`config.mk`:
```
export PLATFORM = sky130hd
export DESIGN_NAME = sbag_front
export DESIGN_NICKNAME = d
export VERILOG_FILES = /design/src/sbag_pkg.sv /design/src/sbag_front.sv
export SDC_FILE = /design/constraint.sdc
export NUM_CORES = 1
export LEC_CHECK = 0
export BUFFER_PORTS_ARGS = -buffer_cell sky130_fd_sc_hd__buf_2
export CORE_MARGIN = 2
export CORE_UTILIZATION = 40
export CTS_CLUSTER_DIAMETER = 50
export CTS_CLUSTER_SIZE = 24
export DETAILED_ROUTE_END_ITERATION = 7
export HOLD_SLACK_MARGIN = 0.15
export PLACE_DENSITY_LB_ADDON = 0.25
export SETUP_SLACK_MARGIN = 0.4
export SLEW_MARGIN = 15
export SYNTH_ARGS = -nofsm -noshare
export SYNTH_HDL_FRONTEND = slang
export SYNTH_SLANG_ARGS = --single-unit
```
`constraint.sdc`:
```
create_clock -name clk -period 18.4 [get_ports clk]
set_input_delay 0 -clock clk [delete_from_list [all_inputs] [get_ports clk]]
set_output_delay 0 -clock clk [all_outputs]
set_load 0.01 [all_outputs]
```
`src/sbag_pkg.sv`:
```
`timescale 1ns / 1ps
// ---------------------------------------------------------------------------
// sbag_pkg
// shared widths, register map, pipeline types and helpers for the scaled
// blit address generator
// ---------------------------------------------------------------------------
package sbag_pkg;

    localparam int COORD_BITS = 16;
    localparam int ADDR_BITS  = 32;

    localparam int OFF_W      = 15;
    localparam int OUT_W      = 16;
    localparam int ADDR_OUT_W = 32;
    localparam int XW         = 18;
    localparam int PW         = OFF_W + COORD_BITS;
    localparam int QI         = 16;
    localparam int Q_W        = QI + 1;
    localparam int DIV_ST     = QI + 1;
    localparam int N_ST       = DIV_ST + 4;
    localparam int PROD_W     = COORD_BITS + 16;
    localparam int OFS_W      = COORD_BITS + 2;
    localparam int SUM_W      = (PROD_W + 1 > ADDR_BITS) ? PROD_W + 1 : ADDR_BITS;

    localparam int DATA_W  = 64;
    localparam int PADDR_W = 6;
    localparam int REG_IDX_W = 3;

    typedef enum logic [REG_IDX_W-1:0] {
        REG_SRC_ORIGIN = 3'd0,
        REG_SRC_EXTENT = 3'd1,
        REG_DST_ORIGIN = 3'd2,
        REG_DST_EXTENT = 3'd3,
        REG_SRC_GEOM   = 3'd4,
        REG_DST_GEOM   = 3'd5,
        REG_SRC_PITCH  = 3'd6,
        REG_DST_PITCH  = 3'd7
    } reg_idx_t;

    localparam logic [1:0] BPP_1    = 2'd0;
    localparam logic [1:0] BPP_2    = 2'd1;
    localparam logic [1:0] BPP_4    = 2'd2;
    // spare code, handled as four bytes per pixel
    localparam logic [1:0] BPP_RSVD = 2'd3;

    typedef struct packed {
        logic [31:0] src_origin;
        logic [31:0] src_extent;
        logic [31:0] dst_origin;
        logic [31:0] dst_extent;
        logic [33:0] src_geom;
        logic [33:0] dst_geom;
        logic [15:0] src_pitch;
        logic [15:0] dst_pitch;
    } cfg_t;

    typedef struct packed {
        logic signed [XW-1:0] dx;
        logic signed [XW-1:0] dy;
        logic                 in_rect;
    } side_t;

    typedef struct packed {
        side_t                 side;
        logic [PW-1:0]         prod_x;
        logic [PW-1:0]         prod_y;
        logic [COORD_BITS-1:0] dw;
        logic [COORD_BITS-1:0] dh;
    } front_t;

    typedef struct packed {
        logic [COORD_BITS-1:0] rem;
        logic [QI-1:0]         low;
        logic [QI-1:0]         q;
        logic                  ovf;
        logic                  zero;
        logic [COORD_BITS-1:0] dvs;
    } div_lane_t;

    typedef struct packed {
        div_lane_t x;
        div_lane_t y;
        side_t     side;
    } div_stage_t;

    typedef struct packed {
        logic [Q_W-1:0] q_x;
        logic [Q_W-1:0] q_y;
        side_t          side;
    } div_out_t;

    typedef struct packed {
        logic [OUT_W-1:0] src_col;
        logic [OUT_W-1:0] src_row;
        logic [OUT_W-1:0] dst_col;
        logic [OUT_W-1:0] dst_row;
        logic [ADDR_OUT_W-1:0] src_addr;
        logic [ADDR_OUT_W-1:0] dst_addr;
        logic pair_valid;
    } out_t;

    function automatic logic [COORD_BITS-1:0] fld_lo(input logic [31:0] r);
        return r[COORD_BITS-1:0];
    endfunction

    function automatic logic [COORD_BITS-1:0] fld_hi(input logic [31:0] r);
        return r[16 +: COORD_BITS];
    endfunction

    // sign-extend a coordinate field to the working width
    function automatic logic signed [XW-1:0] fld_sext(input logic [COORD_BITS-1:0] f);
        return XW'($signed(f));
    endfunction

    function automatic logic [OUT_W-1:0] sat16(input logic signed [XW-1:0] v);
        logic signed [XW-1:0] hi_lim;
        logic signed [XW-1:0] lo_lim;
        hi_lim = XW'(32767);
        lo_lim = -XW'(32768);
        if (v > hi_lim)
            return 16'h7fff;
        else if (v < lo_lim)
            return 16'h8000;
        else
            return v[OUT_W-1:0];
    endfunction

    function automatic logic [1:0] bpp_shift(input logic [1:0] code);
        case (code)
            BPP_1:   return 2'd0;
            BPP_2:   return 2'd1;
            default: return 2'd2;
        endcase
    endfunction

endpackage

```
`src/sbag_front.sv`:
```
`timescale 1ns / 1ps
// ---------------------------------------------------------------------------
// sbag_front
// first stage: effective extents, destination coordinate, scaling products
// ---------------------------------------------------------------------------
module sbag_front (
    input  logic                        clk,
    input  logic                        en,
    input  logic [sbag_pkg::OFF_W-1:0]  col_offset,
    input  logic [sbag_pkg::OFF_W-1:0]  row_offset,
    input  sbag_pkg::cfg_t              cfg,
    output sbag_pkg::front_t            front
);
    import sbag_pkg::*;

    front_t                front_reg;
    front_t                front_next;
    logic [COORD_BITS-1:0] sw;
    logic [COORD_BITS-1:0] sh;
    logic [COORD_BITS-1:0] dw;
    logic [COORD_BITS-1:0] dh;

    always_comb
    begin
        sw = fld_lo(cfg.src_extent);
        sh = fld_hi(cfg.src_extent);
        dw = fld_lo(cfg.dst_extent);
        dh = fld_hi(cfg.dst_extent);
        // zero destination extent falls back to the source extent
        if (dw == '0)
            dw = sw;
        if (dh == '0)
            dh = sh;

        front_next.dw     = dw;
        front_next.dh     = dh;
        front_next.prod_x = PW'(col_offset) * PW'(sw);
        front_next.prod_y = PW'(row_offset) * PW'(sh);
        front_next.side.dx = fld_sext(fld_lo(cfg.dst_origin)) + $signed(XW'(col_offset));
        front_next.side.dy = fld_sext(fld_hi(cfg.dst_origin)) + $signed(XW'(row_offset));
        front_next.side.in_rect = (sw != '0) && (sh != '0)
            && (XW'(col_offset) < XW'(dw)) && (XW'(row_offset) < XW'(dh));
    end

    always_ff @(posedge clk)
    begin
        if (en)
            front_reg <= front_next;
    end

    assign front = front_reg;

endmodule

```
==> impl_metrics.toml <==
[placement]
gp_congestion = 0.894
dp_hpwl_um = 46100
io_buffers = 258

[floorplanning]
rows = 86
core_area_mm2 = 0.0550
initial_core_util_pct = 40.4
fp.dieH_um = 240
die-area_mm2 = 0.0574
ios = 391
die_w_um = 240

[global_routing]
overflow = 0
grt_pass1_wl_um = 98300
grt_max_degree = 73
antenna_found_initial = 1
grt_pass1_vias = 18400
grt_use_total_pct = 22.4

[synth]
synth_area_leader_cell = "fa_1"
yosysSeqAreaShare_pct = 17.5
synthFlopType = "edfxtp_1"
synthMuxAreaShare_pct = 0.0451
synth_nets = 3166
synth_area_mm2 = 0.0222
synth_top_family_by_area = "adder cells"
synth_top_area_share_pct = 32.7
synth_edf_count = 129
synthCells = 2296
synth_fa_ha_area_share_pct = 46.6
synth_compound_area_share_pct = 7.47
synth_xor_area_share_pct = 2.80
yosysWarnings = 0
yosys.area_share.simple_pct = 16.4
async_flop_share_pct = 0
ys_seq_elements = 129
syn_area_per_cell_um2 = 9.67
synthTopCellsByArea = "fa_1, edfxtp_1, ha_1"
synth_cell_types = 63

[sta]
period_needed_ps = 6620
clock.fmax_mhz = 151
worst_pin_slew_ps = 995
maxSlewHeadroom_pct = 33.7
fin_tns_setup_ps = 0
min_period_over_period_pct = 36.0
setup_viol_count_final = 0
hold_violations = 0
rsz0062_at_grt = "no"
slew_viol_final = 0

[critical_path]
startpoint = "row_offset[0]"
cp_max_fo = 18
startpoint_type = "input port"
critPathCaptureType = "register"
crit_arrival_ps = 6850
crit_type = "input port to register"
cp.required_ps = 18630

[power_and_ir_drop]
leakagePower_nw = 12.7
combinationalPowerShare_pct = 80.0
vdd_ir_drop_max_mv = 0.238
pwr-share-clk_pct = 7.3
powerDensity_mw_per_mm2 = 188
intPower_mw = 2.36
swShare_pct = 51.0
p_seq_share_pct = 12.8
power_switching_mw = 2.45

[final_layout]
drive_gt1_share_pct = 11.8
final_util_pct = 46.6
nFillCells = 5192
fin_nets = 3464
largest_register_ffs = 129
n_antenna_cell = 0
regArea_mm2 = 0.00387
area_growth_pct = 15.5
multi_input_area_mm2 = 0.0163

[clocking]
cts_setup_buffers = 0
numCtsBuffers = 17
cts_resized = 0
hold_buffers = 89
clockRootBuffer = "clkbuf_16"
htree_levels = 4
clk_path_buf_depth = 2
cts_tree = "built"
path_clk_slew_ps = 60
clock-sinks = 129

[drt]
via_count = 17000
ant_nets = 0
first_pass_iters = 5
wl_um = 60900
drc = 0
via_per_inst = 5.08
drt-initial-drc-count = 886
wl_per_cell_um = 18.2

[min_path]
holdPathEnd = "front[104]"
min_from = "cfg[157]"
min_path_cells = 3
worstHoldPathType = "input port to register"

[run_status]
outcome = "completed"

[run]
maxCapViolCount = 0
==> metrics by stage <==
stage	hold WS, ps	instances	instance area (µm²)	setup WS (ps)	total power, mW
after floorplan	112	2296	22200	12640	3.40
final	178	3354	25600	11780	4.81
after global routing	185	3354	25600	11480	5.35
after global placement	287	3233	24200	11860	4.36
after detailed placement	289	3233	24200	11820	4.39
after CTS	150	3353	25600	11910	4.83
==> worst max path at each step <==
stage | to | slack, ps | depth (start not counted)
6_report | front[54] | 11780 | 22
5_1_grt | front[54] | 11480 | 22
4_1_cts | front[54] | 11910 | 22
3_5_place_dp | front[54] | 11820 | 20
3_3_place_gp | front[54] | 11860 | 20
2_1_floorplan | front[91] | 12640 | 21
==> worst max-delay path: stages <==
cell           delay, ps
dlygate4sd3_1        530
buf_2                240
and2_1               210
fa_1                 540
inv_1                 60
fa_1                 530
inv_1                 50
fa_1                 480
fa_1                 500
fa_1                 530
inv_1                 60
fa_1                 480
inv_1                 40
ha_1                 340
a21o_1               180
a221oi_1             640
nor2_1               100
o31a_1               340
or4_1                460
a31o_1               240
a211oi_2             210
nor2_1                80
==> power by group through the flow <==
stage / logic (mW) / registers, mW / clock network [mW]
after floorplan: 2.74 / 0.662 / 0
after global placement: 3.74 / 0.618 / 0
final: 3.85 / 0.614 / 0.349
after CTS: 3.85 / 0.616 / 0.364
after global routing: 4.36 / 0.622 / 0.374
after detailed placement: 3.77 / 0.620 / 0
==> routing by layer <==
| metal | wire length [µm] | vias up | GRT usage [%] |
|---|---|---|---|
| met1 | 26200 | 8580 | 29.5 |
| met5 | 11 | - | 0 |
| met3 | 4860 | 87 | 5.89 |
| li1 | - | 7832 | - |
| met2 | 28200 | 522 | 35.7 |
| met4 | 1530 | 2 | 7.52 |
==> cell usage after synthesis (19+ instances only) <==
master    count
edfxtp_1    129
nor4_1       19
xnor2_1      52
o21ai_0      21
nor3_1       20
ha_1        248
and2_1      297
clkbuf_1     68
nand2_1     222
xor2_1       19
a21o_1       30
fa_1        362
inv_1       473
a21oi_1      88
nor2_1       63
==> kinds of logic after synthesis <==
| family | count (synthesis) |
|---|---|
| xor+xnor | 71 |
| simple gates | 695 |
| fa+ha+maj | 610 |
| mux | 1 |
| buf+inv | 543 |
| compound gates | 247 |
| flops | 129 |
==> layout make-up <==
class,instances,share of cell area [%]
multi-input cells,1624,63.5
flip-flops and latches,129,15.1
repair buffers,349,8.61
inverters,473,6.93
well taps,748,3.65
clock buffers,17,1.66
clock inverters,14,0.547
==> cell usage in the layout, fill, tap and decap left out, types with 4 or more instances in the layout <==
master and n:
a211o_1 8, a211oi_1 10, a21boi_1 6, a21o_1 30, a21oi_1 88, a31oi_1 6, and2_1 297, and3_1 5
buf_2 257, clkbuf_16 17, clkinv_2 4, clkinvlp_4 4, dlygate4sd3_1 90, edfxtp_1 129, fa_1 362, ha_1 248
inv_1 473, nand2_1 222, nand2b_1 11, nand3_1 13, nand4_1 8, nor2_1 63, nor2b_1 14, nor3_1 20
nor4_1 19, o211ai_1 6, o21a_1 11, o21ai_0 21, o21ai_1 16, o21bai_1 7, o311ai_1 4, or3_1 9
or4_1 5, xnor2_1 52, xor2_1 19
Note: power is estimated with default switching activity, not from simulation.
