==> config.mk <==
export PLATFORM = sky130hd
export DESIGN_NAME = sbag_regs
export DESIGN_NICKNAME = d
export VERILOG_FILES = /design/src/sbag_pkg.sv /design/src/sbag_regs.sv
export SDC_FILE = /design/constraint.sdc
export NUM_CORES = 1
export LEC_CHECK = 0
export BUFFER_PORTS_ARGS = -buffer_cell sky130_fd_sc_hd__buf_2
export CAP_MARGIN = 40
export CELL_PAD_IN_SITES_DETAIL_PLACEMENT = 1
export CELL_PAD_IN_SITES_GLOBAL_PLACEMENT = 2
export CORE_ASPECT_RATIO = 1.5
export CORE_MARGIN = 4
export CORE_UTILIZATION = 37
export CTS_BUF_LIST = sky130_fd_sc_hd__clkbuf_2 sky130_fd_sc_hd__clkbuf_4 sky130_fd_sc_hd__clkbuf_8
export CTS_CLUSTER_SIZE = 28
export DETAILED_ROUTE_END_ITERATION = 8
export PLACE_DENSITY_LB_ADDON = 0.1
export SYNTH_ARGS = -nofsm -noshare
export SYNTH_HDL_FRONTEND = slang
export SYNTH_SLANG_ARGS = --single-unit
==> constraint.sdc <==
create_clock -name clk -period 2.68 [get_ports clk]
set_input_delay 0.402 -clock clk [delete_from_list [all_inputs] [get_ports clk]]
set_output_delay 0.402 -clock clk [all_outputs]
set_load 0.02 [all_outputs]
==> src/sbag_pkg.sv <==
`timescale 1ns / 1ps
// ---------------------------------------------------------------------------
// sbag_pkg
// shared widths, register map, pipeline types and helpers for the scaled
// blit address generator
// ---------------------------------------------------------------------------
package sbag_pkg;

    localparam int COORD_BITS = 16;
    localparam int ADDR_BITS  = 32;

    localparam int OFF_W      = 15;
    localparam int OUT_W      = 16;
    localparam int ADDR_OUT_W = 32;
    localparam int XW         = 18;
    localparam int PW         = OFF_W + COORD_BITS;
    localparam int QI         = 16;
    localparam int Q_W        = QI + 1;
    localparam int DIV_ST     = QI + 1;
    localparam int N_ST       = DIV_ST + 4;
    localparam int PROD_W     = COORD_BITS + 16;
    localparam int OFS_W      = COORD_BITS + 2;
    localparam int SUM_W      = (PROD_W + 1 > ADDR_BITS) ? PROD_W + 1 : ADDR_BITS;

    localparam int DATA_W  = 64;
    localparam int PADDR_W = 6;
    localparam int REG_IDX_W = 3;

    typedef enum logic [REG_IDX_W-1:0] {
        REG_SRC_ORIGIN = 3'd0,
        REG_SRC_EXTENT = 3'd1,
        REG_DST_ORIGIN = 3'd2,
        REG_DST_EXTENT = 3'd3,
        REG_SRC_GEOM   = 3'd4,
        REG_DST_GEOM   = 3'd5,
        REG_SRC_PITCH  = 3'd6,
        REG_DST_PITCH  = 3'd7
    } reg_idx_t;

    localparam logic [1:0] BPP_1    = 2'd0;
    localparam logic [1:0] BPP_2    = 2'd1;
    localparam logic [1:0] BPP_4    = 2'd2;
    // spare code, handled as four bytes per pixel
    localparam logic [1:0] BPP_RSVD = 2'd3;

    typedef struct packed {
        logic [31:0] src_origin;
        logic [31:0] src_extent;
        logic [31:0] dst_origin;
        logic [31:0] dst_extent;
        logic [33:0] src_geom;
        logic [33:0] dst_geom;
        logic [15:0] src_pitch;
        logic [15:0] dst_pitch;
    } cfg_t;

    typedef struct packed {
        logic signed [XW-1:0] dx;
        logic signed [XW-1:0] dy;
        logic                 in_rect;
    } side_t;

    typedef struct packed {
        side_t                 side;
        logic [PW-1:0]         prod_x;
        logic [PW-1:0]         prod_y;
        logic [COORD_BITS-1:0] dw;
        logic [COORD_BITS-1:0] dh;
    } front_t;

    typedef struct packed {
        logic [COORD_BITS-1:0] rem;
        logic [QI-1:0]         low;
        logic [QI-1:0]         q;
        logic                  ovf;
        logic                  zero;
        logic [COORD_BITS-1:0] dvs;
    } div_lane_t;

    typedef struct packed {
        div_lane_t x;
        div_lane_t y;
        side_t     side;
    } div_stage_t;

    typedef struct packed {
        logic [Q_W-1:0] q_x;
        logic [Q_W-1:0] q_y;
        side_t          side;
    } div_out_t;

    typedef struct packed {
        logic [OUT_W-1:0] src_col;
        logic [OUT_W-1:0] src_row;
        logic [OUT_W-1:0] dst_col;
        logic [OUT_W-1:0] dst_row;
        logic [ADDR_OUT_W-1:0] src_addr;
        logic [ADDR_OUT_W-1:0] dst_addr;
        logic pair_valid;
    } out_t;

    function automatic logic [COORD_BITS-1:0] fld_lo(input logic [31:0] r);
        return r[COORD_BITS-1:0];
    endfunction

    function automatic logic [COORD_BITS-1:0] fld_hi(input logic [31:0] r);
        return r[16 +: COORD_BITS];
    endfunction

    // sign-extend a coordinate field to the working width
    function automatic logic signed [XW-1:0] fld_sext(input logic [COORD_BITS-1:0] f);
        return XW'($signed(f));
    endfunction

    function automatic logic [OUT_W-1:0] sat16(input logic signed [XW-1:0] v);
        logic signed [XW-1:0] hi_lim;
        logic signed [XW-1:0] lo_lim;
        hi_lim = XW'(32767);
        lo_lim = -XW'(32768);
        if (v > hi_lim)
            return 16'h7fff;
        else if (v < lo_lim)
            return 16'h8000;
        else
            return v[OUT_W-1:0];
    endfunction

    function automatic logic [1:0] bpp_shift(input logic [1:0] code);
        case (code)
            BPP_1:   return 2'd0;
            BPP_2:   return 2'd1;
            default: return 2'd2;
        endcase
    endfunction

endpackage

==> src/sbag_regs.sv <==
`timescale 1ns / 1ps
// ---------------------------------------------------------------------------
// sbag_regs
// apb configuration registers, 64-bit data, one register per 8 bytes
// ---------------------------------------------------------------------------
module sbag_regs (
    input  logic                          clk,
    input  logic                          rst_n,
    input  logic                          psel,
    input  logic                          penable,
    input  logic                          pwrite,
    input  logic [sbag_pkg::PADDR_W-1:0]  paddr,
    input  logic [sbag_pkg::DATA_W-1:0]   pwdata,
    output logic [sbag_pkg::DATA_W-1:0]   prdata,
    output logic                          pready,
    output sbag_pkg::cfg_t                cfg
);
    import sbag_pkg::*;

    cfg_t     cfg_reg;
    reg_idx_t idx;
    logic     wr;

    assign idx    = reg_idx_t'(paddr[PADDR_W-1:PADDR_W-REG_IDX_W]);
    assign wr     = psel && penable && pwrite;
    assign pready = 1'b1;
    assign cfg    = cfg_reg;

    always_ff @(posedge clk or negedge rst_n)
    begin
        if (!rst_n)
        begin
            cfg_reg <= '0;
        end
        else if (wr)
        begin
            case (idx)
                REG_SRC_ORIGIN: cfg_reg.src_origin <= pwdata[31:0];
                REG_SRC_EXTENT: cfg_reg.src_extent <= pwdata[31:0];
                REG_DST_ORIGIN: cfg_reg.dst_origin <= pwdata[31:0];
                REG_DST_EXTENT: cfg_reg.dst_extent <= pwdata[31:0];
                REG_SRC_GEOM:   cfg_reg.src_geom   <= pwdata[33:0];
                REG_DST_GEOM:   cfg_reg.dst_geom   <= pwdata[33:0];
                REG_SRC_PITCH:  cfg_reg.src_pitch  <= pwdata[15:0];
                REG_DST_PITCH:  cfg_reg.dst_pitch  <= pwdata[15:0];
                default: ;
            endcase
        end
    end

    always_comb
    begin
        case (idx)
            REG_SRC_ORIGIN: prdata = DATA_W'(cfg_reg.src_origin);
            REG_SRC_EXTENT: prdata = DATA_W'(cfg_reg.src_extent);
            REG_DST_ORIGIN: prdata = DATA_W'(cfg_reg.dst_origin);
            REG_DST_EXTENT: prdata = DATA_W'(cfg_reg.dst_extent);
            REG_SRC_GEOM:   prdata = DATA_W'(cfg_reg.src_geom);
            REG_DST_GEOM:   prdata = DATA_W'(cfg_reg.dst_geom);
            REG_SRC_PITCH:  prdata = DATA_W'(cfg_reg.src_pitch);
            REG_DST_PITCH:  prdata = DATA_W'(cfg_reg.dst_pitch);
            default:        prdata = '0;
        endcase
    end

endmodule

==> summary.txt <==
Run status
  – Status: complete, no violations

Hold path
  – Worst hold path stage count: 2
  – Launch instance of the worst min-delay path: pwdata[32]
  – Type of the tightest min-delay check: in -> reg

Power and ir drop
  – Clock share of power: 28.4%
  – Power density of the placed cells: 812 nW/um^2
  – Part of the total power dissipated in combinational logic: between 20 and 30%
  – Design Power: roughly 11 mW
  – Net switching component of the power: 3.93 mW
  – Internal Dissipation: 7.09 mW
  – Peak supply drop: 0.000392 V
  – Portion of total power attributed to sequential cells: about 42%
  – Switching Share: between 30% and 40%
  – Leakage power of the design: 6.84 nW

Finish
  – Multi-input gate area: 4610 sq um
  – Antenna diode count: 0
  – Syn-to-layout area delta: 25.0%
  – Final Net Count: 1,195
  – Largest register FFs: 228
  – Fraction of final layout cells sized beyond drive strength 1: 57.0%
  – Finished layout cell area: 13,600 sq um
  – FF+latch area: 5710 sq um
  – Filler Cells Inserted: 3,163

Critical path
  – Reg-to-reg endpoint: cfg[73]$_DFFE_PN0P_
  – Setup slack, reg-to-reg: 1860 ps
  – Required time of the worst setup path: 2280 ps
  – Last element of the critical path: prdata[9]
  – Setup crit end kind: primary output
  – Worst r2r src: cfg[73]$_DFFE_PN0P_
  – Worst EP arrival: approximately 2000 ps
  – Start point of the critical path: paddr[4]
  – Crit Path Category: in -> out
  – Largest driver fanout on the critical path: 30
  – CP startpoint kind: input pin
  – Worst Reg2Reg Path Length in Cells: 1

Timing
  – Final setup TNS: 0 ps
  – Clock tree skew after final layout: 0 ps
  – Max-slew headroom: around three fifths
  – Peak clock frequency supported by timing: 412 MHz
  – Post-layout min period: 2430 ps
  – Number of pins exceeding their max-slew limit in the final report: 0
  – Count of final setup violators: 0
  – Period utilisation layout: between 90% and 100%
  – Slack of the critical path: 251 ps
  – Number of hold violations in the final report: 0
  – Worst Max-Slew Pin Slew: ~600 ps
  – Unrepaired setup endpoints after global routing: false

Synthesis
  – Post-synthesis instance total: 787
  – Fraction of synthesized cell area taken by the top area cell type: 52.6%
  – Biggest area contributors in the synthesized netlist: sky130_fd_sc_hd__dfrtp_1 53%, sky130_fd_sc_hd__mux2_2 24%, sky130_fd_sc_hd__mux2i_1 5.3%
  – Sequential element share of the synthesized area: 52.6%
  – Leading register cell type out of synthesis: sky130_fd_sc_hd__dfrtp_1
  – Post-synth EDFFs: 0
  – Area leader, netlist: sky130_fd_sc_hd__dfrtp_1
  – Register bit total from synthesis: around 230
  – Synth warnings: 0
  – Area of the mapped netlist: 10,900 sq um
  – Mean Syn Cell Area: 13.8 sq um
  – Async set-reset flop share out of synthesis: 100%
  – Unique cell type count in the Yosys netlist: 37

Global routing
  – Number of antenna violations at the first check in global routing: 1
  – GRT Resource Usage Total: 21.6%
  – Global-route wire length before repair: 53,300 um
  – Grt total ovfl: 0
  – Via count of the first global-routing pass: between 8k and 9k
  – Largest net degree at the start of global routing: 60

Clocking
  – H-tree levels: 2
  – Clock latency at the later pin of the worst-skew pair: 550 ps
  – Clock slew seen by the registers of the worst setup and hold paths: 60 ps
  – Maximum number of buffers from clock root to sink: 3
  – Total clock sinks: 228
  – Number of buffers added by the clock tree synthesis step: 40
  – Clock tree from TritonCTS: yes
  – Cell at the root of the clock tree: sky130_fd_sc_hd__clkbuf_8

Placement
  – Final RePlAce weighted congestion: ~0.78
  – DP Wirelength: 24,900 um
  – Placed cell area: 12,800 sq um
  – IO buf count: 303
  – Worst Setup Slack post-DPL: about 230 ps

Drt
  – Detailed-router iteration count before antenna repair: 4
  – Antenna Violating Nets Remaining: 0
  – Detailed Route Iter0 Violations: ~170
  – DRC Markers: 0
  – WL per Instance: 23.2 um
  – Drt total wl: 35,600 um
  – Routed via count: 7,878
  – Via density: approximately 5.1

Floorplan
  – Die width: 148 um
  – Top-level port count: between 300 and 400
  – Total core area: 28,800 sq um
  – Die Area: between 30,000 and 40,000 sq um
  – Overall die height: 218 um
  – Starting density of the core: 37.7%
  – Number of rows in the core area: 76

Job
  – Number of max-capacitance violations reported: 0
==> what timing repair did <==
| action | CTS | global route |
|---|---|---|
| hold endpoints to repair | 53 | 0 |
| hold buffers | 1 | 0 |
| buffers inserted | 0 | 0 |
| resized for setup | 0 | 0 |
==> cell usage in the layout, fill, tap and decap left out, types with 5 or more instances in the layout <==
cell type                   synthesis  layout
sky130_fd_sc_hd__inv_1             11      11
sky130_fd_sc_hd__mux2_2           228     228
sky130_fd_sc_hd__mux2i_1           58      58
sky130_fd_sc_hd__a211oi_1          14      14
sky130_fd_sc_hd__conb_1             2      31
sky130_fd_sc_hd__buf_2             15     301
sky130_fd_sc_hd__mux2_1             8       8
sky130_fd_sc_hd__dfrtp_1          228     228
sky130_fd_sc_hd__clkbuf_4           0      15
sky130_fd_sc_hd__a31oi_1            6       6
sky130_fd_sc_hd__clkbuf_8           0      43
sky130_fd_sc_hd__nor2_4             6       6
sky130_fd_sc_hd__nand2_1           19      19
sky130_fd_sc_hd__buf_4             44      32
sky130_fd_sc_hd__nor2_1             8       8
sky130_fd_sc_hd__a221oi_1          13      13
sky130_fd_sc_hd__o2bb2ai_1          6       6
sky130_fd_sc_hd__o22ai_1           19      19
sky130_fd_sc_hd__nor2b_1            5       5
sky130_fd_sc_hd__o22a_1            23      23
sky130_fd_sc_hd__buf_12             0      10
sky130_fd_sc_hd__nand3b_1           6       6
sky130_fd_sc_hd__nor3b_1           17      17
==> metrics by stage <==
step	hold slack (ps)	std cells	utilization [%]
6_report	105	1533	47.1
3_5_place_dp	402	1467	44.5
5_1_grt	70.8	1533	47.1
2_1_floorplan	106	816	-
4_1_cts	64.4	1533	47.1
3_3_place_gp	392	1466	44.4
==> worst max-delay path: stages <==
cell and delay [ps]:
sky130_fd_sc_hd__buf_4 380, sky130_fd_sc_hd__buf_4 440, sky130_fd_sc_hd__mux2i_1 130, sky130_fd_sc_hd__a211oi_1 320, sky130_fd_sc_hd__o22a_1 170, sky130_fd_sc_hd__buf_2 160
==> kinds of logic (layout without fill, tap and decap cells) <==
logic type / count (synthesis) / in the layout / synth area share, %
other cells: 2 / 31 / 0.0692
flops: 228 / 228 / 52.6
simple gates: 76 / 76 / 5.03
buf+inv: 94 / 421 / 5.98
mux: 294 / 294 / 29.8
compound gates: 93 / 93 / 6.54
==> cell type report <==
cell class              instances  area share [%]
flip-flops and latches        228            42.1
multi-input cells             494            34.0
repair buffers                345            14.5
clock buffers                  58            5.19
well taps                     390            3.60
clock inverters                 7           0.341
inverters                      11           0.304
==> routing by layer <==
metal / wire [um] / vias up / global-route usage (%)
met5: 7 / - / 0
met4: 1050 / 2 / 7.37
met3: 2540 / 60 / 6.42
met2: 18100 / 261 / 38.4
met1: 13900 / 4064 / 24.8
li1: - / 3491 / -
==> power groups by stage <==
stage,combinational (mW),clock (mW),sequential [mW]
after floorplan,1.19,0,5.45
after global placement,3.24,0,4.70
after detailed placement,3.27,0,4.73
after CTS,3.28,3.25,4.67
after global routing,3.46,3.40,4.77
final,3.23,3.13,4.66
==> cell usage after synthesis (all sizes together), types with 11 or more instances <==
master  number
buf         78
a211oi      14
dfrtp      228
inv         11
nor2        16
o22ai       19
o22a        23
mux2i       58
nand2       20
mux2       236
nor3b       18
a221oi      13
==> worst min path at each step <==
stage / endpoint / slack, ps
global placement: cfg[223]$_DFFE_PN0P_ / 390
global route: cfg[64]$_DFFE_PN0P_ / 70
floorplan: cfg[0]$_DFFE_PN0P_ / 110
detailed placement: cfg[223]$_DFFE_PN0P_ / 400
finish: cfg[64]$_DFFE_PN0P_ / 110
CTS: cfg[64]$_DFFE_PN0P_ / 60
(Power assumes the default switching activity.)
