[src/sbag_pkg.sv]
`timescale 1ns / 1ps
// ---------------------------------------------------------------------------
// sbag_pkg
// shared widths, register map, pipeline types and helpers for the scaled
// blit address generator
// ---------------------------------------------------------------------------
package sbag_pkg;

    localparam int COORD_BITS = 16;
    localparam int ADDR_BITS  = 32;

    localparam int OFF_W      = 15;
    localparam int OUT_W      = 16;
    localparam int ADDR_OUT_W = 32;
    localparam int XW         = 18;
    localparam int PW         = OFF_W + COORD_BITS;
    localparam int QI         = 16;
    localparam int Q_W        = QI + 1;
    localparam int DIV_ST     = QI + 1;
    localparam int N_ST       = DIV_ST + 4;
    localparam int PROD_W     = COORD_BITS + 16;
    localparam int OFS_W      = COORD_BITS + 2;
    localparam int SUM_W      = (PROD_W + 1 > ADDR_BITS) ? PROD_W + 1 : ADDR_BITS;

    localparam int DATA_W  = 64;
    localparam int PADDR_W = 6;
    localparam int REG_IDX_W = 3;

    typedef enum logic [REG_IDX_W-1:0] {
        REG_SRC_ORIGIN = 3'd0,
        REG_SRC_EXTENT = 3'd1,
        REG_DST_ORIGIN = 3'd2,
        REG_DST_EXTENT = 3'd3,
        REG_SRC_GEOM   = 3'd4,
        REG_DST_GEOM   = 3'd5,
        REG_SRC_PITCH  = 3'd6,
        REG_DST_PITCH  = 3'd7
    } reg_idx_t;

    localparam logic [1:0] BPP_1    = 2'd0;
    localparam logic [1:0] BPP_2    = 2'd1;
    localparam logic [1:0] BPP_4    = 2'd2;
    // spare code, handled as four bytes per pixel
    localparam logic [1:0] BPP_RSVD = 2'd3;

    typedef struct packed {
        logic [31:0] src_origin;
        logic [31:0] src_extent;
        logic [31:0] dst_origin;
        logic [31:0] dst_extent;
        logic [33:0] src_geom;
        logic [33:0] dst_geom;
        logic [15:0] src_pitch;
        logic [15:0] dst_pitch;
    } cfg_t;

    typedef struct packed {
        logic signed [XW-1:0] dx;
        logic signed [XW-1:0] dy;
        logic                 in_rect;
    } side_t;

    typedef struct packed {
        side_t                 side;
        logic [PW-1:0]         prod_x;
        logic [PW-1:0]         prod_y;
        logic [COORD_BITS-1:0] dw;
        logic [COORD_BITS-1:0] dh;
    } front_t;

    typedef struct packed {
        logic [COORD_BITS-1:0] rem;
        logic [QI-1:0]         low;
        logic [QI-1:0]         q;
        logic                  ovf;
        logic                  zero;
        logic [COORD_BITS-1:0] dvs;
    } div_lane_t;

    typedef struct packed {
        div_lane_t x;
        div_lane_t y;
        side_t     side;
    } div_stage_t;

    typedef struct packed {
        logic [Q_W-1:0] q_x;
        logic [Q_W-1:0] q_y;
        side_t          side;
    } div_out_t;

    typedef struct packed {
        logic [OUT_W-1:0] src_col;
        logic [OUT_W-1:0] src_row;
        logic [OUT_W-1:0] dst_col;
        logic [OUT_W-1:0] dst_row;
        logic [ADDR_OUT_W-1:0] src_addr;
        logic [ADDR_OUT_W-1:0] dst_addr;
        logic pair_valid;
    } out_t;

    function automatic logic [COORD_BITS-1:0] fld_lo(input logic [31:0] r);
        return r[COORD_BITS-1:0];
    endfunction

    function automatic logic [COORD_BITS-1:0] fld_hi(input logic [31:0] r);
        return r[16 +: COORD_BITS];
    endfunction

    // sign-extend a coordinate field to the working width
    function automatic logic signed [XW-1:0] fld_sext(input logic [COORD_BITS-1:0] f);
        return XW'($signed(f));
    endfunction

    function automatic logic [OUT_W-1:0] sat16(input logic signed [XW-1:0] v);
        logic signed [XW-1:0] hi_lim;
        logic signed [XW-1:0] lo_lim;
        hi_lim = XW'(32767);
        lo_lim = -XW'(32768);
        if (v > hi_lim)
            return 16'h7fff;
        else if (v < lo_lim)
            return 16'h8000;
        else
            return v[OUT_W-1:0];
    endfunction

    function automatic logic [1:0] bpp_shift(input logic [1:0] code);
        case (code)
            BPP_1:   return 2'd0;
            BPP_2:   return 2'd1;
            default: return 2'd2;
        endcase
    endfunction

endpackage

[src/sbag_back.sv]
`timescale 1ns / 1ps
// ---------------------------------------------------------------------------
// sbag_back
// source coordinate, clipping, pitch multiply and address add, output stage
// ---------------------------------------------------------------------------
module sbag_back (
    input  logic                 clk,
    input  logic [2:0]           en,
    input  sbag_pkg::cfg_t       cfg,
    input  sbag_pkg::div_out_t   din,
    output sbag_pkg::out_t       dout
);
    import sbag_pkg::*;

    typedef struct packed {
        logic                  valid;
        logic [OUT_W-1:0]      sx_o;
        logic [OUT_W-1:0]      sy_o;
        logic [OUT_W-1:0]      dx_o;
        logic [OUT_W-1:0]      dy_o;
        logic [COORD_BITS-1:0] sx_u;
        logic [COORD_BITS-1:0] sy_u;
        logic [COORD_BITS-1:0] dx_u;
        logic [COORD_BITS-1:0] dy_u;
    } back_a_t;

    typedef struct packed {
        logic              valid;
        logic [OUT_W-1:0]  sx_o;
        logic [OUT_W-1:0]  sy_o;
        logic [OUT_W-1:0]  dx_o;
        logic [OUT_W-1:0]  dy_o;
        logic [PROD_W-1:0] s_prod;
        logic [OFS_W-1:0]  s_ofs;
        logic [PROD_W-1:0] d_prod;
        logic [OFS_W-1:0]  d_ofs;
    } back_b_t;

    back_a_t a_reg;
    back_a_t a_next;
    back_b_t b_reg;
    back_b_t b_next;
    out_t    o_reg;
    out_t    o_next;

    logic signed [XW-1:0] sx;
    logic signed [XW-1:0] sy;
    logic [SUM_W-1:0]     s_sum;
    logic [SUM_W-1:0]     d_sum;

    // stage a: source coordinate and clip against both surfaces
    always_comb
    begin
        sx = fld_sext(fld_lo(cfg.src_origin)) + $signed(XW'(din.q_x));
        sy = fld_sext(fld_hi(cfg.src_origin)) + $signed(XW'(din.q_y));

        a_next.valid = din.side.in_rect
            && !din.side.dx[XW-1] && (din.side.dx < $signed(XW'(fld_lo(cfg.dst_geom[31:0]))))
            && !din.side.dy[XW-1] && (din.side.dy < $signed(XW'(fld_hi(cfg.dst_geom[31:0]))))
            && !sx[XW-1] && (sx < $signed(XW'(fld_lo(cfg.src_geom[31:0]))))
            && !sy[XW-1] && (sy < $signed(XW'(fld_hi(cfg.src_geom[31:0]))));
        a_next.sx_o = sat16(sx);
        a_next.sy_o = sat16(sy);
        a_next.dx_o = sat16(din.side.dx);
        a_next.dy_o = sat16(din.side.dy);
        a_next.sx_u = sx[COORD_BITS-1:0];
        a_next.sy_u = sy[COORD_BITS-1:0];
        a_next.dx_u = din.side.dx[COORD_BITS-1:0];
        a_next.dy_u = din.side.dy[COORD_BITS-1:0];
    end

    // stage b: row times pitch, column times bytes per pixel
    always_comb
    begin
        b_next.valid  = a_reg.valid;
        b_next.sx_o   = a_reg.sx_o;
        b_next.sy_o   = a_reg.sy_o;
        b_next.dx_o   = a_reg.dx_o;
        b_next.dy_o   = a_reg.dy_o;
        b_next.s_prod = PROD_W'(a_reg.sy_u) * PROD_W'(cfg.src_pitch);
        b_next.d_prod = PROD_W'(a_reg.dy_u) * PROD_W'(cfg.dst_pitch);
        b_next.s_ofs  = OFS_W'(a_reg.sx_u) << bpp_shift(cfg.src_geom[33:32]);
        b_next.d_ofs  = OFS_W'(a_reg.dx_u) << bpp_shift(cfg.dst_geom[33:32]);
    end

    // stage c: address add, zero for an invalid pair
    always_comb
    begin
        s_sum = SUM_W'(b_reg.s_prod) + SUM_W'(b_reg.s_ofs);
        d_sum = SUM_W'(b_reg.d_prod) + SUM_W'(b_reg.d_ofs);
        o_next.pair_valid = b_reg.valid;
        o_next.src_col    = b_reg.sx_o;
        o_next.src_row    = b_reg.sy_o;
        o_next.dst_col    = b_reg.dx_o;
        o_next.dst_row    = b_reg.dy_o;
        o_next.src_addr   = b_reg.valid ? ADDR_OUT_W'(s_sum[ADDR_BITS-1:0]) : '0;
        o_next.dst_addr   = b_reg.valid ? ADDR_OUT_W'(d_sum[ADDR_BITS-1:0]) : '0;
    end

    always_ff @(posedge clk)
    begin
        if (en[0])
            a_reg <= a_next;
        if (en[1])
            b_reg <= b_next;
        if (en[2])
            o_reg <= o_next;
    end

    assign dout = o_reg;

endmodule

[config.mk]
export PLATFORM = sky130hd
export DESIGN_NAME = sbag_back
export DESIGN_NICKNAME = d
export VERILOG_FILES = /design/src/sbag_pkg.sv /design/src/sbag_back.sv
export SDC_FILE = /design/constraint.sdc
export NUM_CORES = 2
export LEC_CHECK = 0
export ABC_CLOCK_PERIOD_IN_PS = 7800
export BUFFER_PORTS_ARGS = -buffer_cell sky130_fd_sc_hd__buf_2
export CORE_UTILIZATION = 50
export CTS_CLUSTER_SIZE = 14
export DETAILED_ROUTE_END_ITERATION = 6
export PLACE_DENSITY = 0.81
export SYNTH_ARGS = -nofsm -noshare
export SYNTH_HDL_FRONTEND = slang
export SYNTH_SLANG_ARGS = --single-unit
[constraint.sdc]
create_clock -name clk -period 7.8 [get_ports clk]
set_clock_uncertainty 0.15 [all_clocks]
set_input_delay 0.78 -clock clk [delete_from_list [all_inputs] [get_ports clk]]
set_output_delay 0.78 -clock clk [all_outputs]
set_load 0.05 [all_outputs]
==> summary.md <==
| Metric | Value |
|---|---|
| Final RePlAce weighted congestion | `0.9141` |
| Fraction of synthesized cell area taken by the top area cell type | `0.3450` |
| IO buf count | `335` |
| Cell area after synthesis | `0.03682 sq mm` |
| Status | `complete, no violations` |
| Effective utilization at floorplan | `0.5047` |
| Die boundary width | `273.4 microns` |
| Count of endpoints failing setup in the final report | `0` |
| Post-cts sizing count | `0` |
| # H-tree levels | `2` |
| Most frequent cells after synthesis | `inv_1, edfxtp_1, fa_1` |
| Startpoint of the worst hold path | `din[1]` |
| Amount of wire on met2 after detailed routing | `44,090 microns` |
| Total negative slack | `0 ps` |
| Number of maximum-capacitance violations | `0` |
| Flops & latches, synth | `423` |
| Reg-to-reg critical path endpoint | `b_reg[96]` |
| Number of buffers created by CTS | `47` |
| Via count normalized by instance count | `5.380` |
| Required @ worst endpoint | `8020 ps` |
| Endpoint class of the critical path | `flop` |
| Final wirelength | `88,270 microns` |
| Average size of a mapped cell | `10.54 sq um` |
| Crit Path Category | `flop to flop` |
| Uppermost metal layer occupied by signal nets | `met5` |
| Startpoint type of the worst setup path | `flop` |
| Top-count cell post-synth | `inv_1` |
| Area enclosed by the die boundary | `0.07473 sq mm` |
| Final ANT Viol Nets | `0` |
| Mapped Cells | `3,495` |
| Flip-flop count of the largest register after layout | `165` |
| Met1 wire length | `32,660 microns` |
| Core outline area | `0.07296 sq mm` |
| Most used flip-flop cell after synthesis | `edfxtp_1` |
| CTS sink cnt | `423` |
| Warnings, synthesis | `0` |
| Average detailed-routed wire length per instance | `18.43 microns` |
| Max-Slew Margin vs Limit | `0.2644` |
| Initial antenna violation count | `16` |
| Worst Hold Path Cells | `1` |
| Final-stage net count | `4,812` |
| Final number of hold-violating endpoints | `0` |
| Syn_nets | `4,528` |
| Clock period minus worst slack | `7117 ps` |
| Initial drt markers | `1,907` |
| Vias in the first global route | `26,506` |
| Async set-or-reset flop fraction in the synthesized netlist | `0` |
| Largest net degree at the start of global routing | `99` |
| Area growth from synthesis to layout | `11.52%` |
| Half-perimeter wire length after placement | `68,780 microns` |
| Reg2reg path depth | `22` |
| Maximum frequency from static timing analysis | `140.5 MHz` |
| Count of standard-cell rows | `99` |
| Min-Delay Path Class | `input pin to flop` |
| Global-route wire length before repair | `139,500 microns` |
| Met3 wire length | `8477 microns` |
| Pin slew with the least headroom to its limit | `1093 ps` |
| Proportion of synthesized chip area in sequential cells | `0.3450` |
| Arrival time of data at the critical path endpoint | `7340 ps` |
| Via Count | `25,765` |
| RSZ-0062 raised after global routing | `false` |
| Count of pins over their slew limit | `0` |
| DRC violations left | `0` |
| Endpoint of the worst hold-timing path | `a_reg[0]` |
| Clock slew seen by the registers of the worst setup and hold paths | `70 ps` |
| Clock Root Buffer | `clkbuf_16` |
| Total global-route track usage | `0.2415` |
| Max Root-Sink Buffers | `3` |
| Number of distinct library cells after synthesis | `70` |
| Congestion Overflow GR | `0` |
| Synth top area cells | `edfxtp_1, fa_1, ha_1` |
| Launch instance of the worst register-to-register path | `a_reg[40]` |
| Count of flip-flops with a built-in enable after synthesis | `423` |
| Max FO, Critical Path | `16` |
| Hold bufs inserted after CTS | `0` |
| Clock insertion delay at the later pin of the skew report | `620 ps` |
| Slack of the worst reg-to-reg path | `680 ps` |
| Number of detailed-route iterations in the first pass | `6` |
| Number of post-CTS setup repair buffers | `0` |
| Height of the chip | `273.4 microns` |
| Post-synthesis cell type with the largest combined area | `edfxtp_1` |
| Ratio of cells with drive above 1 in the final layout | `0.1152` |
| CTS tree | `yes` |
| Total I/O pin count | `432` |
| Tcrit/Tclk final | `0.9124` |
==> logic make-up after synthesis <==
logic type / synth area share
multiplexers: 0.008155
adder cells (fa/ha/maj): 0.3280
AO/OA/AOI/OAI: 0.08342
flip-flops: 0.3450
buffers and inverters: 0.06986
XOR/XNOR: 0.02854
AND/OR/NAND/NOR: 0.1371
==> worst max path at each step <==
| stage | startpoint | end | slack [ps] |
|---|---|---|---|
| after floorplan | cfg[23] | b_reg[96] | 1070 |
| after global placement | cfg[23] | b_reg[96] | 550 |
| after detailed placement | cfg[24] | b_reg[96] | 440 |
| after CTS | a_reg[39] | b_reg[96] | 690 |
| after global routing | a_reg[39] | b_reg[96] | 330 |
| final | a_reg[40] | b_reg[96] | 680 |
==> layer usage <==
metal | track usage | vias to the layer above
met5 | 0 | -
met4 | 0.08542 | 10
met3 | 0.07149 | 178
met2 | 0.4217 | 1006
met1 | 0.2806 | 12540
li1 | - | 12031
==> worst max-delay path, cell delays in order (launching register included) <==
cell and delay [ps]:
edfxtp_1 740, and2_1 350, fa_1 520, inv_1 50
fa_1 460, fa_1 520, inv_1 50, fa_1 510
fa_1 530, inv_1 60, fa_1 480, inv_1 40
ha_1 350, and4_1 260, nor2b_1 150, a21oi_1 140
o211ai_1 90, a41o_1 310, a311oi_2 400, o21ai_0 230
a21o_1 220, a21oi_1 170, xnor2_1 80
==> cell type report <==
class / count / area, sq um
fillers: 5997 / 31890
multi-input cells: 2391 / 21550
flip-flops and latches: 423 / 12700
inverters: 571 / 2143
repair buffers: 345 / 1770
well taps: 959 / 1200
clock buffers: 52 / 1195
clock inverters: 36 / 476.7
diodes: 12 / 30.03
==> cells in the final DEF (no fill, tap or decap), drive strengths merged, types with 6 or more instances in the layout <==
master and instances:
xor2 41, bufinv 8, clkinv 16, edfxtp 423, o21ai 119, nor3 14
a211oi 12, a21o 59, fa 392, inv 579, nand2b 30, o31ai 8
a311o 6, mux2i 30, buf 345, a31oi 13, and3 24, nand2 370
nor3b 10, o21a 31, diode 12, a21oi 149, nand4 10, nor2b 33
nor4 8, nor2 175, and2 291, clkbuf 52, xnor2 79, a22oi 6
o21bai 19, a21boi 21, or3 20, nand3 26, o211ai 7, ha 338
==> metrics by stage <==
stage	worst slack (ps)	instances	instance area (sq um)	hold slack [ps]	util
floorplan	1074	3495	36820	250.3	-
global placement	547.9	4689	39360	250.7	0.5395
detailed placement	440.2	4689	39360	254.5	0.5395
CTS	694.8	4777	41040	221.5	0.5625
global route	333.3	4787	41060	235.5	0.5628
finish	683.5	4789	41070	249.6	0.5629
Power is not shown: default switching activity piles up to over one toggle a cycle in this logic, so the estimate is an artifact.
